## config.mk

```make
export PLATFORM = sky130hd
export DESIGN_NAME = dbd_queue
export DESIGN_NICKNAME = d
export VERILOG_FILES = /design/src/rtl/core/dbd_pkg.sv /design/src/rtl/core/dbd_queue.sv
export SDC_FILE = /design/constraint.sdc
export NUM_CORES = 1
export LEC_CHECK = 0
export BUFFER_PORTS_ARGS = -buffer_cell sky130_fd_sc_hd__buf_2
export CAP_MARGIN = 15
export CELL_PAD_IN_SITES_DETAIL_PLACEMENT = 1
export CELL_PAD_IN_SITES_GLOBAL_PLACEMENT = 2
export CORE_UTILIZATION = 49
export DETAILED_ROUTE_END_ITERATION = 16
export PLACE_DENSITY = 0.85
export SYNTH_ARGS = -nofsm -noshare
export SYNTH_HDL_FRONTEND = slang
export SYNTH_SLANG_ARGS = --single-unit
```

## constraint.sdc

```tcl
create_clock -name clock -period 9.6 [get_ports clock]
set_input_delay 0 -clock clock [delete_from_list [all_inputs] [get_ports clock]]
set_output_delay 0 -clock clock [all_outputs]
set_load 0.05 [all_outputs]
```

## src/rtl/core/dbd_pkg.sv

```systemverilog
`default_nettype none

package dbd_pkg;

   // Number format and row layout limits.
   localparam int FRAC_BITS   = 16;
   localparam int MAX_CLASSES = 255;

   localparam int VALUE_W = 32;
   localparam int CLASS_W = 8;
   localparam int POS_W   = 9;
   localparam logic [POS_W-1:0] POS_MAX = '1;

   // Configuration port.
   localparam int CSR_INDEX_W = 3;
   localparam int CSR_DATA_W  = 24;

   localparam logic [CSR_INDEX_W-1:0] REG_LAYOUT_MODE    = 3'd0;
   localparam logic [CSR_INDEX_W-1:0] REG_NUM_CLASSES    = 3'd1;
   localparam logic [CSR_INDEX_W-1:0] REG_CONF_THRESHOLD = 3'd2;
   localparam logic [CSR_INDEX_W-1:0] REG_INV_SCALE      = 3'd3;
   localparam logic [CSR_INDEX_W-1:0] REG_PAD_X          = 3'd4;
   localparam logic [CSR_INDEX_W-1:0] REG_PAD_Y          = 3'd5;
   localparam logic [CSR_INDEX_W-1:0] REG_FRAME_WIDTH    = 3'd6;
   localparam logic [CSR_INDEX_W-1:0] REG_FRAME_HEIGHT   = 3'd7;

   // Layout codes; only the objectness layout changes the datapath.
   localparam logic [1:0] LAYOUT_PLAIN = 2'd0;
   localparam logic [1:0] LAYOUT_OBJ   = 2'd1;
   localparam logic [1:0] LAYOUT_ANGLE = 2'd2;

   // Queue between the front and the back.
   localparam int QUEUE_DEPTH = 4;
   localparam int QPTR_W      = $clog2(QUEUE_DEPTH);

   // Datapath widths.
   localparam int PAD_W    = 12;
   localparam int DIM_W    = 13;
   localparam int THR_W    = 17;
   localparam int INV_W    = 24;
   localparam int REL_W    = VALUE_W + 1;
   localparam int SZ_W     = VALUE_W + INV_W + 1;
   localparam int RINV_W   = REL_W + INV_W + 1;
   localparam int EDGE_W   = RINV_W + 2;
   localparam int N_W      = SZ_W - 2 * FRAC_BITS;
   localparam int LO_W     = EDGE_W - (2 * FRAC_BITS + 1);
   localparam int SUM_W    = LO_W + 1;
   localparam int PROD_W   = 2 * VALUE_W;
   localparam int CONF_W   = PROD_W - FRAC_BITS;
   localparam int CONF_OUT_W = 31;
   localparam int COORD_W  = 12;

   localparam logic [DIM_W-1:0] DIM_MAX = 13'd4096;

   localparam int RSP_FIELDS_W = 2 * COORD_W + 2 * DIM_W + CLASS_W + CONF_OUT_W;
   localparam int RSP_DATA_W   = ((RSP_FIELDS_W + 7) / 8) * 8;

   typedef struct packed {
      logic [1:0]         layout_mode;
      logic [CLASS_W-1:0] num_classes;
      logic [THR_W-1:0]   conf_threshold;
      logic [INV_W-1:0]   inv_scale;
      logic [PAD_W-1:0]   pad_x;
      logic [PAD_W-1:0]   pad_y;
      logic [DIM_W-1:0]   frame_width;
      logic [DIM_W-1:0]   frame_height;
   } cfg_type;

   localparam cfg_type CFG_RESET = '{
      layout_mode:    LAYOUT_PLAIN,
      num_classes:    8'd80,
      conf_threshold: 17'd16384,
      inv_scale:      24'd65536,
      pad_x:          12'd0,
      pad_y:          12'd0,
      frame_width:    13'd640,
      frame_height:   13'd640
   };

   // One finished prediction row, handed from the front to the back.
   typedef struct packed {
      logic signed [VALUE_W-1:0] best_score;
      logic [CLASS_W-1:0]        best_index;
      logic signed [VALUE_W-1:0] objectness;
      logic signed [REL_W-1:0]   rel_x;
      logic signed [REL_W-1:0]   rel_y;
      logic signed [VALUE_W-1:0] size_w;
      logic signed [VALUE_W-1:0] size_h;
      logic                      seen;
   } row_rec_type;

   // Result layout on rsp_tdata, box_left in the lowest bits.
   typedef struct packed {
      logic [RSP_DATA_W-RSP_FIELDS_W-1:0] fill;
      logic [CONF_OUT_W-1:0]              confidence;
      logic [CLASS_W-1:0]                 class_index;
      logic [DIM_W-1:0]                   box_height;
      logic [DIM_W-1:0]                   box_width;
      logic [COORD_W-1:0]                 box_top;
      logic [COORD_W-1:0]                 box_left;
   } rsp_fields_type;

endpackage

`default_nettype wire

```

## src/rtl/core/dbd_queue.sv

```systemverilog
`default_nettype none

module dbd_queue (
   input  logic                 clock,
   input  logic                 reset,
   input  logic                 push,
   input  dbd_pkg::row_rec_type push_rec,
   input  logic                 pop,
   output dbd_pkg::row_rec_type pop_rec,
   output logic                 full,
   output logic                 empty
);
   import dbd_pkg::*;

   row_rec_type         store_ff [QUEUE_DEPTH];
   logic [QPTR_W-1:0]   wr_ptr_ff, wr_ptr_in;
   logic [QPTR_W-1:0]   rd_ptr_ff, rd_ptr_in;
   logic [QPTR_W:0]     count_ff, count_in;
   logic                do_push, do_pop;

   assign full    = (count_ff == (QPTR_W+1)'(QUEUE_DEPTH));
   assign empty   = (count_ff == '0);
   assign do_push = push && !full;
   assign do_pop  = pop && !empty;
   assign pop_rec = store_ff[rd_ptr_ff];

   // Pointer and occupancy bookkeeping.
   always_comb begin
      wr_ptr_in = do_push ? wr_ptr_ff + 1'b1 : wr_ptr_ff;
      rd_ptr_in = do_pop  ? rd_ptr_ff + 1'b1 : rd_ptr_ff;
      count_in  = count_ff;
      if (do_push && !do_pop) begin
         count_in = count_ff + 1'b1;
      end else if (do_pop && !do_push) begin
         count_in = count_ff - 1'b1;
      end
   end

   always_ff @(posedge clock) begin
      if (reset) begin
         wr_ptr_ff <= '0;
         rd_ptr_ff <= '0;
         count_ff  <= '0;
      end else begin
         wr_ptr_ff <= wr_ptr_in;
         rd_ptr_ff <= rd_ptr_in;
         count_ff  <= count_in;
      end
   end

   // Record storage needs no reset.
   always_ff @(posedge clock) begin
      if (do_push) begin
         store_ff[wr_ptr_ff] <= push_rec;
      end
   end

endmodule

`default_nettype wire

```

==> results.yml <==
grt:
  grt_use_total_pct: 23.6
  gr-total-overflow: 0
  grt_max_degree: 97
  grt_pass1_vias: 16500
  antenna_found_initial: 5
  grt_pass1_wl_um: 107000
sta:
  fmax_ghz: 0.265
  tightestPinTransition_ns: 1.12
  setup_ws_ns: 5.83
  hold_viol_final: 0
  rsz0062_at_grt: "no"
  drv_slew: 0
  slew_headroom_pct: 25.6
  skew_ns: 0.0233
  finalCritPeriodShare_pct: 39.3
  setup_viol: 0
  fin_setup_tns_ns: 0
  post-route-min-period_ns: 3.77
layout:
  area_delta_synth_final_pct: 25.2
  post-route-util_pct: 62.7
  design_area_mm2: 0.0373
  drive_gt1_share_pct: 40.2
  layout_commonest_cell: "edfxtp_1"
  mostFrequentLayoutCells: "edfxtp_1, buf_2, dlygate4sd3_1, mux4_2, clkbuf_16"
  fin_nets: 1996
  fin_cells: 2626
synth:
  yosysWarnings: 0
  syn-cell-area_mm2: 0.0298
  ys_types: 22
  synth_fp_nets: 1322
  synth.area.top_cells: "edfxtp_1, mux4_2, buf_6"
  ys_seq_area_share_pct: 82.5
  yosys.area.top_type_share_pct: 81.9
  synthCells: 1109
  synth.avg_cell_area_um2: 26.8
  ys_seq_elements: 821
  yosysTopAreaCell: "edfxtp_1"
detailed_routing:
  drcViolationCount: 0
  dr.pass1.iters: 5
  viasPerCell: 5.57
  wl_per_cell_um: 27.4
  routed_wl_um: 72000
  dr.first_iter.drc_count: 795
  vias: 14600
  drt.antenna.violating_nets: 0
pwr:
  total_leakage_power_nw: 12.5
  power.density_mw_per_mm2: 295
  irDropWorstVdd_mv: 0.228
critical_path:
  end_kind: "output pin"
  path_class: "reg -> out"
  crit_fanout: 60
  required_ns: 9.60
  worstSetupStartpointType: "flip-flop"
  arrival_ns: 3.77
clocking:
  cts.path.max_buffers: 3
  ctsHtreeMaxLevel: 3
  cts.sinks: 821
  cts_tree: "yes"
  cts.clk_slew.worst_paths_ns: 0.06
  cts-root-buf: "clkbuf_16"
  clk_latency_ns: 0.62
  cts_buffers: 83
floorplanning:
  die_w_um: 248
  initial_core_util_pct: 50.1
  io-pin-count: 412
  fp.dieH_um: 248
  die_area_mm2: 0.0617
  core_mm2: 0.0595
  std_cell_rows: 89
place:
  pre_cts_slack_ns: 5.89
  gp_congestion: 0.778
  dp_hpwl_um: 39700
  placedCellCount: 2264
  portBuffers: 411
  placed_cell_area_mm2: 0.0326
hold_path:
  hold_class: "in -> reg"
flow_run:
  drv_cap: 0
status:
  status: "finished, final reports clean"
==> synth_stat cells, drive strengths merged <==
master,count
edfxtp,812
mux4,203
buf,42
dfxtp,9
nor2,6
clkbuf,5
ha,5
and2,4
inv,4
xor2,4
a21oi,2
mux2i,2
nand2b,2
o21ai,2
or3,2
fa,1
nor3,1
nor3b,1
o311ai,1
o31ai,1
==> area by class of cell <==
cell class	instances	area, µm²
repair buffers	636	4280
fillers	4931	22200
clock inverters	37	355
diodes	4	10.0
clock buffers	114	2220
well taps	773	967
multi-input cells	237	4840
flip-flops and latches	821	24600
inverters	4	15.0
==> critical path: stages (launching register included) <==
cell and delay (ns):
dfxtp_4 0.72, buf_4 0.74, buf_4 0.83, mux4_2 0.47, buf_2 0.24
==> sequential cells by signal (all words and copies together), names as in the netlist, named ones only <==
signal	cells
rd_ptr_ff	2
store_ff	812
wr_ptr_ff	2
count_ff	3
==> where the power goes <==
part / switching [mW] / internal [mW]
combinational: 2.42 / 1.02
clock: 1.36 / 1.75
sequential: 0.145 / 4.31
total: 3.92 / 7.08
==> layer usage <==
| layer | GRT usage (%) | wire length, µm | vias up |
|---|---|---|---|
| met4 | 8.41 | 2170 | 2 |
| li1 | - | - | 6170 |
| met1 | 28.5 | 27100 | 7782 |
| met5 | 0 | 9 | - |
| met3 | 5.65 | 4320 | 121 |
| met2 | 41.6 | 38400 | 561 |
==> logic make-up (layout without fill, tap and decap cells) <==
group / after synthesis / after routing / synth area share (%)
compound gates: 6 / 6 / 0.122
xor+xnor: 4 / 4 / 0.118
fa+ha+maj: 6 / 6 / 0.277
buf+inv: 51 / 791 / 1.25
flops: 821 / 821 / 82.5
mux: 205 / 205 / 15.4
other cells: 0 / 4 / 0
simple gates: 16 / 16 / 0.286
==> stage by stage <==
step                      total power, mW  hold slack, ns
after detailed placement             7.89           0.216
after CTS                            11.0          0.0754
after floorplan                      7.17          0.0989
after global placement               7.81           0.210
after global routing                 11.3           0.113
final                                11.0           0.125
==> final timing paths <==
| kind | start | to | slack [ns] | cells past startpoint |
|---|---|---|---|---|
| worst max-delay path | flip-flop | pop_rec[105] | 5.83 | 4 |
| worst min register to register | rd_ptr_ff[1] | flip-flop | 0.59 | 2 |
| worst min-delay path | push_rec[80] | store_ff[0][80] | 0.13 | 2 |
| worst max register to register | count_ff[0] | store_ff[2][130] | 5.84 | 5 |
==> repair_timing <==
action,in CTS,in global routing
setup buffers,0,0
endpoints found under the hold margin,821,0
setup endpoints to repair,0,0
resized for setup,0,0
hold buffers,207,0
Note: power is estimated with default switching activity, not from simulation.
