**src/rtl/core/dbd_pkg.sv**
```systemverilog
`default_nettype none

package dbd_pkg;

   // Number format and row layout limits.
   localparam int FRAC_BITS   = 16;
   localparam int MAX_CLASSES = 255;

   localparam int VALUE_W = 32;
   localparam int CLASS_W = 8;
   localparam int POS_W   = 9;
   localparam logic [POS_W-1:0] POS_MAX = '1;

   // Configuration port.
   localparam int CSR_INDEX_W = 3;
   localparam int CSR_DATA_W  = 24;

   localparam logic [CSR_INDEX_W-1:0] REG_LAYOUT_MODE    = 3'd0;
   localparam logic [CSR_INDEX_W-1:0] REG_NUM_CLASSES    = 3'd1;
   localparam logic [CSR_INDEX_W-1:0] REG_CONF_THRESHOLD = 3'd2;
   localparam logic [CSR_INDEX_W-1:0] REG_INV_SCALE      = 3'd3;
   localparam logic [CSR_INDEX_W-1:0] REG_PAD_X          = 3'd4;
   localparam logic [CSR_INDEX_W-1:0] REG_PAD_Y          = 3'd5;
   localparam logic [CSR_INDEX_W-1:0] REG_FRAME_WIDTH    = 3'd6;
   localparam logic [CSR_INDEX_W-1:0] REG_FRAME_HEIGHT   = 3'd7;

   // Layout codes; only the objectness layout changes the datapath.
   localparam logic [1:0] LAYOUT_PLAIN = 2'd0;
   localparam logic [1:0] LAYOUT_OBJ   = 2'd1;
   localparam logic [1:0] LAYOUT_ANGLE = 2'd2;

   // Queue between the front and the back.
   localparam int QUEUE_DEPTH = 4;
   localparam int QPTR_W      = $clog2(QUEUE_DEPTH);

   // Datapath widths.
   localparam int PAD_W    = 12;
   localparam int DIM_W    = 13;
   localparam int THR_W    = 17;
   localparam int INV_W    = 24;
   localparam int REL_W    = VALUE_W + 1;
   localparam int SZ_W     = VALUE_W + INV_W + 1;
   localparam int RINV_W   = REL_W + INV_W + 1;
   localparam int EDGE_W   = RINV_W + 2;
   localparam int N_W      = SZ_W - 2 * FRAC_BITS;
   localparam int LO_W     = EDGE_W - (2 * FRAC_BITS + 1);
   localparam int SUM_W    = LO_W + 1;
   localparam int PROD_W   = 2 * VALUE_W;
   localparam int CONF_W   = PROD_W - FRAC_BITS;
   localparam int CONF_OUT_W = 31;
   localparam int COORD_W  = 12;

   localparam logic [DIM_W-1:0] DIM_MAX = 13'd4096;

   localparam int RSP_FIELDS_W = 2 * COORD_W + 2 * DIM_W + CLASS_W + CONF_OUT_W;
   localparam int RSP_DATA_W   = ((RSP_FIELDS_W + 7) / 8) * 8;

   typedef struct packed {
      logic [1:0]         layout_mode;
      logic [CLASS_W-1:0] num_classes;
      logic [THR_W-1:0]   conf_threshold;
      logic [INV_W-1:0]   inv_scale;
      logic [PAD_W-1:0]   pad_x;
      logic [PAD_W-1:0]   pad_y;
      logic [DIM_W-1:0]   frame_width;
      logic [DIM_W-1:0]   frame_height;
   } cfg_type;

   localparam cfg_type CFG_RESET = '{
      layout_mode:    LAYOUT_PLAIN,
      num_classes:    8'd80,
      conf_threshold: 17'd16384,
      inv_scale:      24'd65536,
      pad_x:          12'd0,
      pad_y:          12'd0,
      frame_width:    13'd640,
      frame_height:   13'd640
   };

   // One finished prediction row, handed from the front to the back.
   typedef struct packed {
      logic signed [VALUE_W-1:0] best_score;
      logic [CLASS_W-1:0]        best_index;
      logic signed [VALUE_W-1:0] objectness;
      logic signed [REL_W-1:0]   rel_x;
      logic signed [REL_W-1:0]   rel_y;
      logic signed [VALUE_W-1:0] size_w;
      logic signed [VALUE_W-1:0] size_h;
      logic                      seen;
   } row_rec_type;

   // Result layout on rsp_tdata, box_left in the lowest bits.
   typedef struct packed {
      logic [RSP_DATA_W-RSP_FIELDS_W-1:0] fill;
      logic [CONF_OUT_W-1:0]              confidence;
      logic [CLASS_W-1:0]                 class_index;
      logic [DIM_W-1:0]                   box_height;
      logic [DIM_W-1:0]                   box_width;
      logic [COORD_W-1:0]                 box_top;
      logic [COORD_W-1:0]                 box_left;
   } rsp_fields_type;

endpackage

`default_nettype wire

```
**src/rtl/core/dbd_front.sv**
```systemverilog
`default_nettype none

module dbd_front (
   input  logic                 clock,
   input  logic                 reset,
   input  dbd_pkg::cfg_type     cfg,
   input  logic                 req_tvalid,
   output logic                 req_tready,
   input  logic [31:0]          req_tdata,   // value
   input  logic                 req_tlast,   // row_end
   input  logic                 queue_full,
   output logic                 push,
   output dbd_pkg::row_rec_type push_rec
);
   import dbd_pkg::*;

   logic [POS_W-1:0]          position_ff, position_in;
   logic signed [VALUE_W-1:0] best_ff, best_in, best_upd;
   logic [CLASS_W-1:0]        index_ff, index_in, index_upd;
   logic signed [VALUE_W-1:0] box_ff [4];
   logic signed [VALUE_W-1:0] box_in [4];
   logic signed [VALUE_W-1:0] box_upd [4];
   logic signed [VALUE_W-1:0] obj_ff, obj_in, obj_upd;

   logic                      accept;
   logic                      has_obj;
   logic [POS_W-1:0]          base;
   logic [CLASS_W-1:0]        ncls;
   logic [POS_W:0]            class_end;
   logic                      in_class;
   logic [CLASS_W-1:0]        k;
   logic signed [VALUE_W-1:0] v;
   logic [REL_W-1:0]          pad_x_s, pad_y_s;

   assign req_tready = !queue_full;
   assign accept     = req_tvalid && req_tready;
   assign push       = accept && req_tlast;
   assign v          = $signed(req_tdata);

   // Row layout decode from the current configuration.
   assign has_obj   = (cfg.layout_mode == LAYOUT_OBJ);
   assign base      = has_obj ? POS_W'(5) : POS_W'(4);
   assign ncls      = (cfg.num_classes > CLASS_W'(MAX_CLASSES)) ? CLASS_W'(MAX_CLASSES)
                                                                : cfg.num_classes;
   assign class_end = {1'b0, base} + {{(POS_W+1-CLASS_W){1'b0}}, ncls};
   assign in_class  = (position_ff >= base) && ({1'b0, position_ff} < class_end);
   assign k         = CLASS_W'(position_ff - base);

   // Row state with the current value folded in.
   always_comb begin
      for (int i = 0; i < 4; i++) begin
         box_upd[i] = box_ff[i];
      end
      obj_upd   = obj_ff;
      best_upd  = best_ff;
      index_upd = index_ff;
      if (position_ff < POS_W'(4)) begin
         box_upd[position_ff[1:0]] = v;
      end else if (has_obj && position_ff == POS_W'(4)) begin
         obj_upd = v;
      end else if (in_class && (k == '0 || v > best_ff)) begin
         best_upd  = v;
         index_upd = k;
      end
   end

   // Next state: hold when idle, clear at the end of a row.
   always_comb begin
      position_in = position_ff;
      best_in     = best_ff;
      index_in    = index_ff;
      obj_in      = obj_ff;
      for (int i = 0; i < 4; i++) begin
         box_in[i] = box_ff[i];
      end
      if (accept) begin
         if (req_tlast) begin
            position_in = '0;
            best_in     = '0;
            index_in    = '0;
            obj_in      = '0;
            for (int i = 0; i < 4; i++) begin
               box_in[i] = '0;
            end
         end else begin
            position_in = (position_ff == POS_MAX) ? position_ff : position_ff + 1'b1;
            best_in     = best_upd;
            index_in    = index_upd;
            obj_in      = obj_upd;
            for (int i = 0; i < 4; i++) begin
               box_in[i] = box_upd[i];
            end
         end
      end
   end

   always_ff @(posedge clock) begin
      if (reset) begin
         position_ff <= '0;
         best_ff     <= '0;
         index_ff    <= '0;
         obj_ff      <= '0;
         for (int i = 0; i < 4; i++) begin
            box_ff[i] <= '0;
         end
      end else begin
         position_ff <= position_in;
         best_ff     <= best_in;
         index_ff    <= index_in;
         obj_ff      <= obj_in;
         for (int i = 0; i < 4; i++) begin
            box_ff[i] <= box_in[i];
         end
      end
   end

   // Row record: the padding offset is taken off the centres here.
   assign pad_x_s = {{(REL_W-PAD_W-FRAC_BITS){1'b0}}, cfg.pad_x, {FRAC_BITS{1'b0}}};
   assign pad_y_s = {{(REL_W-PAD_W-FRAC_BITS){1'b0}}, cfg.pad_y, {FRAC_BITS{1'b0}}};

   always_comb begin
      push_rec.best_score = best_upd;
      push_rec.best_index = index_upd;
      push_rec.objectness = obj_upd;
      push_rec.rel_x      = REL_W'(box_upd[0]) - $signed(pad_x_s);
      push_rec.rel_y      = REL_W'(box_upd[1]) - $signed(pad_y_s);
      push_rec.size_w     = box_upd[2];
      push_rec.size_h     = box_upd[3];
      push_rec.seen       = (ncls != '0) && (position_ff >= base);
   end

endmodule

`default_nettype wire

```
**config.mk**
```make
export PLATFORM = sky130hd
export DESIGN_NAME = dbd_front
export DESIGN_NICKNAME = d
export VERILOG_FILES = /design/src/rtl/core/dbd_pkg.sv /design/src/rtl/core/dbd_front.sv
export SDC_FILE = /design/constraint.sdc
export NUM_CORES = 1
export LEC_CHECK = 0
export ABC_AREA = 1
export CAP_MARGIN = 20
export CORE_ASPECT_RATIO = 0.7
export CORE_MARGIN = 3
export CORE_UTILIZATION = 30
export DETAILED_ROUTE_END_ITERATION = 6
export DONT_BUFFER_PORTS = 1
export PLACE_DENSITY = 0.53
export SLEW_MARGIN = 10
export SYNTH_ARGS = -nofsm -noshare
export SYNTH_HDL_FRONTEND = slang
export SYNTH_SLANG_ARGS = --single-unit
```
**constraint.sdc**
```tcl
create_clock -name clock -period 5.1 [get_ports clock]
set_input_delay 0.51 -clock clock [delete_from_list [all_inputs] [get_ports clock]]
set_output_delay 0.51 -clock clock [all_outputs]
set_load 0.05 [all_outputs]
```
==> results.md <==
- RSZ-0062 raised after global routing: false
- PortBufs: 0
- Ranking of synthesized cells by area: dfxtp_1 (34%), nand2_1 (20%), a21oi_1 (9.7%), ha_1 (7.5%), inv_1 (4.8%)
- Fin. Hold Viols: 0
- Syn Nets: 2101
- Drt wl/cell: 18.1 um
- GR Overflow Total: 0
- Fmax: 0.209 GHz
- Post-DR vias/cell: 5.00
- Most common cell in the netlist: nand2_1
- # diodes: 0
- Clk sink count: 209
- Clock skew: 13.7 ps
- Arrival time at the worst endpoint: 4270 ps
- TritonCTS buffer count: 24
- Max-cap viol count: 0
- Placement Rows: 61
- Path category of the worst min-delay check: input pin to flip-flop
- Period minus WS final: 4780 ps
- Synth warn: 0
- Initial DRC count: 920
- Global-route wire length before repair: 65900 um
- CP Max Fanout: 11
- Synth cell count leaders: nand2_1 (654), a21oi_1 (239), dfxtp_1 (209)
- Routed Antenna Nets: 0
- Setup crit start kind: flip-flop
- Slew headroom: 19.6%
- Gpl congestion: 0.872
- Core area: 0.0401 mm^2
- Status: finished, final reports clean
- Largest buffer count on any clock path: 3
- Netlist cell types: 41
- DRC viols: 0
- Wirelength, routed: 43900 um
- R2R setup slack: 1860 ps
- Skew-Pair Late Insertion Delay: 530 ps
- Final worst path period share: 93.7%
- CTS tree: done
- Mapped Cells: 1887
- Cts hold-fix bufs: 0
- Finished Cell Area: 0.0139 mm^2
- Worst Path Required: 4590 ps
- # setup viols final: 0
- Die area: 0.0435 mm^2
- DR pass1 iterations: 7
- Die W: 248 um
- Synthesized area per cell: 6.52 um^2
- Mapped cell area: 0.0123 mm^2
- Area delta synth->final: 13.1%
- Antenna violations before repair: 0
- Final Max Slew Viols: 0
- Vias: 12100
- Final nets: 2091
- Pwr/cell area: 288 mW/mm^2
- Post-synthesis sequential area ratio: 34.0%
- Setup crit end kind: output port
- Initial core utilization: 30.7%
- DP Area: 0.0131 mm^2
- DP HPWL: 30300 um
- Number of global-route vias before repair: 11100
- Ys async rst share: 0%
- IR Drop Worst-Case VDD: 0.176 mV
- Critical path class: flip-flop to output port
- Post-synth EDFFs: 0
- Tot GR Track Use: 19.3%
- Root buffer cell: clkbuf_16
- Lkg Pwr: 0.00551 uW
- Reg clk slew, reported paths: 60 ps
- Largest net degree at the start of global routing: 205
- Num ports: 343
- Share of post-route cells with drive strength above 1: 6.55%
- CTS HTree Levels: 1
- Synth Flop Type: dfxtp_1
- Final setup TNS: 0 ps
- Synth area leader: dfxtp_1
- Die Height: 175 um
- Worst slew pin tran: 1200 ps
- Number of synthesized register bits: 209
- Yosys top cell area share: 34.0%
## stage by stage
stage	std cells	utilization [%]	hold WS [ps]	setup WS, ps	total power [uW]
finish	2427	34.8	58.8	323	4010
global route	2427	34.8	24.5	17.9	4200
CTS	2415	34.4	29.4	20.2	4070
detailed placement	2374	32.6	450	559	2390
global placement	2374	32.6	446	559	2390
floorplan	1887	-	445	784	2210
## area by class of cell
type	instances	area (um^2)
clock buffer	35	693
clock inverter	6	32.5
fill	4278	26100
inverter	160	601
multi-input combinational	1408	7120
sequential	209	4180
tap	535	669
timing repair buffer	74	628
## flip-flops by register name, summed over array words and instances, names as in the netlist
register,count
position_ff,9
best_ff,32
index_ff,8
box_ff,128
obj_ff,32
## cell families after synthesis
| logic type | share of synthesized area [%] |
|---|---|
| and+or+nand+nor | 29.2 |
| adders and majority gates | 7.85 |
| buffers and inverters | 8.68 |
| AOI/OAI and AO/OA | 17.7 |
| xor gates and xnor gates | 2.56 |
| DFF | 34.0 |
## per-layer routing
metal / share of wire [%] / vias to the layer above / track usage, %
met5: 0 / - / 0
met4: 2.2 / 0 / 4.35
met3: 8.2 / 53 / 5.51
met2: 43 / 336 / 29.6
met1: 47 / 5646 / 27.0
li1: - / 6089 / -
## cell usage in the layout, fill, tap and decap left out, types with 2 or more instances in the layout
master / netlist / routed
ha_1: 74 / 74
inv_1: 158 / 158
a21oi_2: 0 / 2
a21oi_1: 239 / 237
dfxtp_1: 209 / 209
nand2_1: 654 / 653
buf_4: 0 / 62
clkbuf_16: 0 / 25
and2_1: 40 / 40
o21a_1: 6 / 6
nor4_1: 3 / 3
a21boi_1: 0 / 3
nand2_4: 1 / 4
o21ai_1: 56 / 141
nand2_2: 5 / 3
nor3_1: 5 / 5
clkbuf_1: 83 / 11
fa_1: 2 / 2
xnor2_1: 9 / 9
or2_1: 2 / 2
nor2_1: 38 / 37
a2bb2oi_1: 2 / 2
xor2_1: 27 / 27
clkbuf_8: 0 / 5
nand4_1: 10 / 10
a21boi_0: 5 / 2
o21ai_0: 110 / 24
nor2_4: 1 / 2
buf_12: 0 / 6
clkinv_2: 0 / 5
inv_2: 2 / 2
nand3_1: 105 / 105
## where the power goes
group / internal [uW] / switching [uW] / leakage, uW
Combinational: 184 / 532 / 0.00346
Clock: 936 / 715 / 0.000358
Sequential: 1640 / 5.09 / 0.00168
Total: 2760 / 1250 / 0.00551
## path summary, 6_finish.rpt
| path | from | endpoint | cells after the start |
|---|---|---|---|
| min | reset | obj_ff[26] | 1 |
| max | position_ff[1] | push_rec[94] | 15 |
| max reg2reg | position_ff[6] | box_ff[3][18] | 9 |
| min reg2reg | obj_ff[26] | obj_ff[26] | 2 |
## critical path, cell delays in order (launching register included)
cell and delay [ps]:
dfxtp_1 370, inv_1 190, ha_1 530, nand2_8 170, o21ai_0 450, ha_1 380, nand2_1 100, o21ai_0 90
a21oi_1 240, o21ai_0 190, a21boi_0 330, o21ai_1 140, nand2_1 100, nand2_1 60, xor2_1 170, buf_4 230
## repair_timing
| item | 4_1_cts | 5_1_grt |
|---|---|---|
| endpoints found under the hold margin | 0 | 0 |
| setup buffers | 0 | 5 |
| resized for setup | 1 | 12 |
| gates cloned | 0 | 1 |
| pin swaps | 0 | 4 |
| setup endpoints to repair | 2 | 11 |
Power figures use the tool's default switching activity.
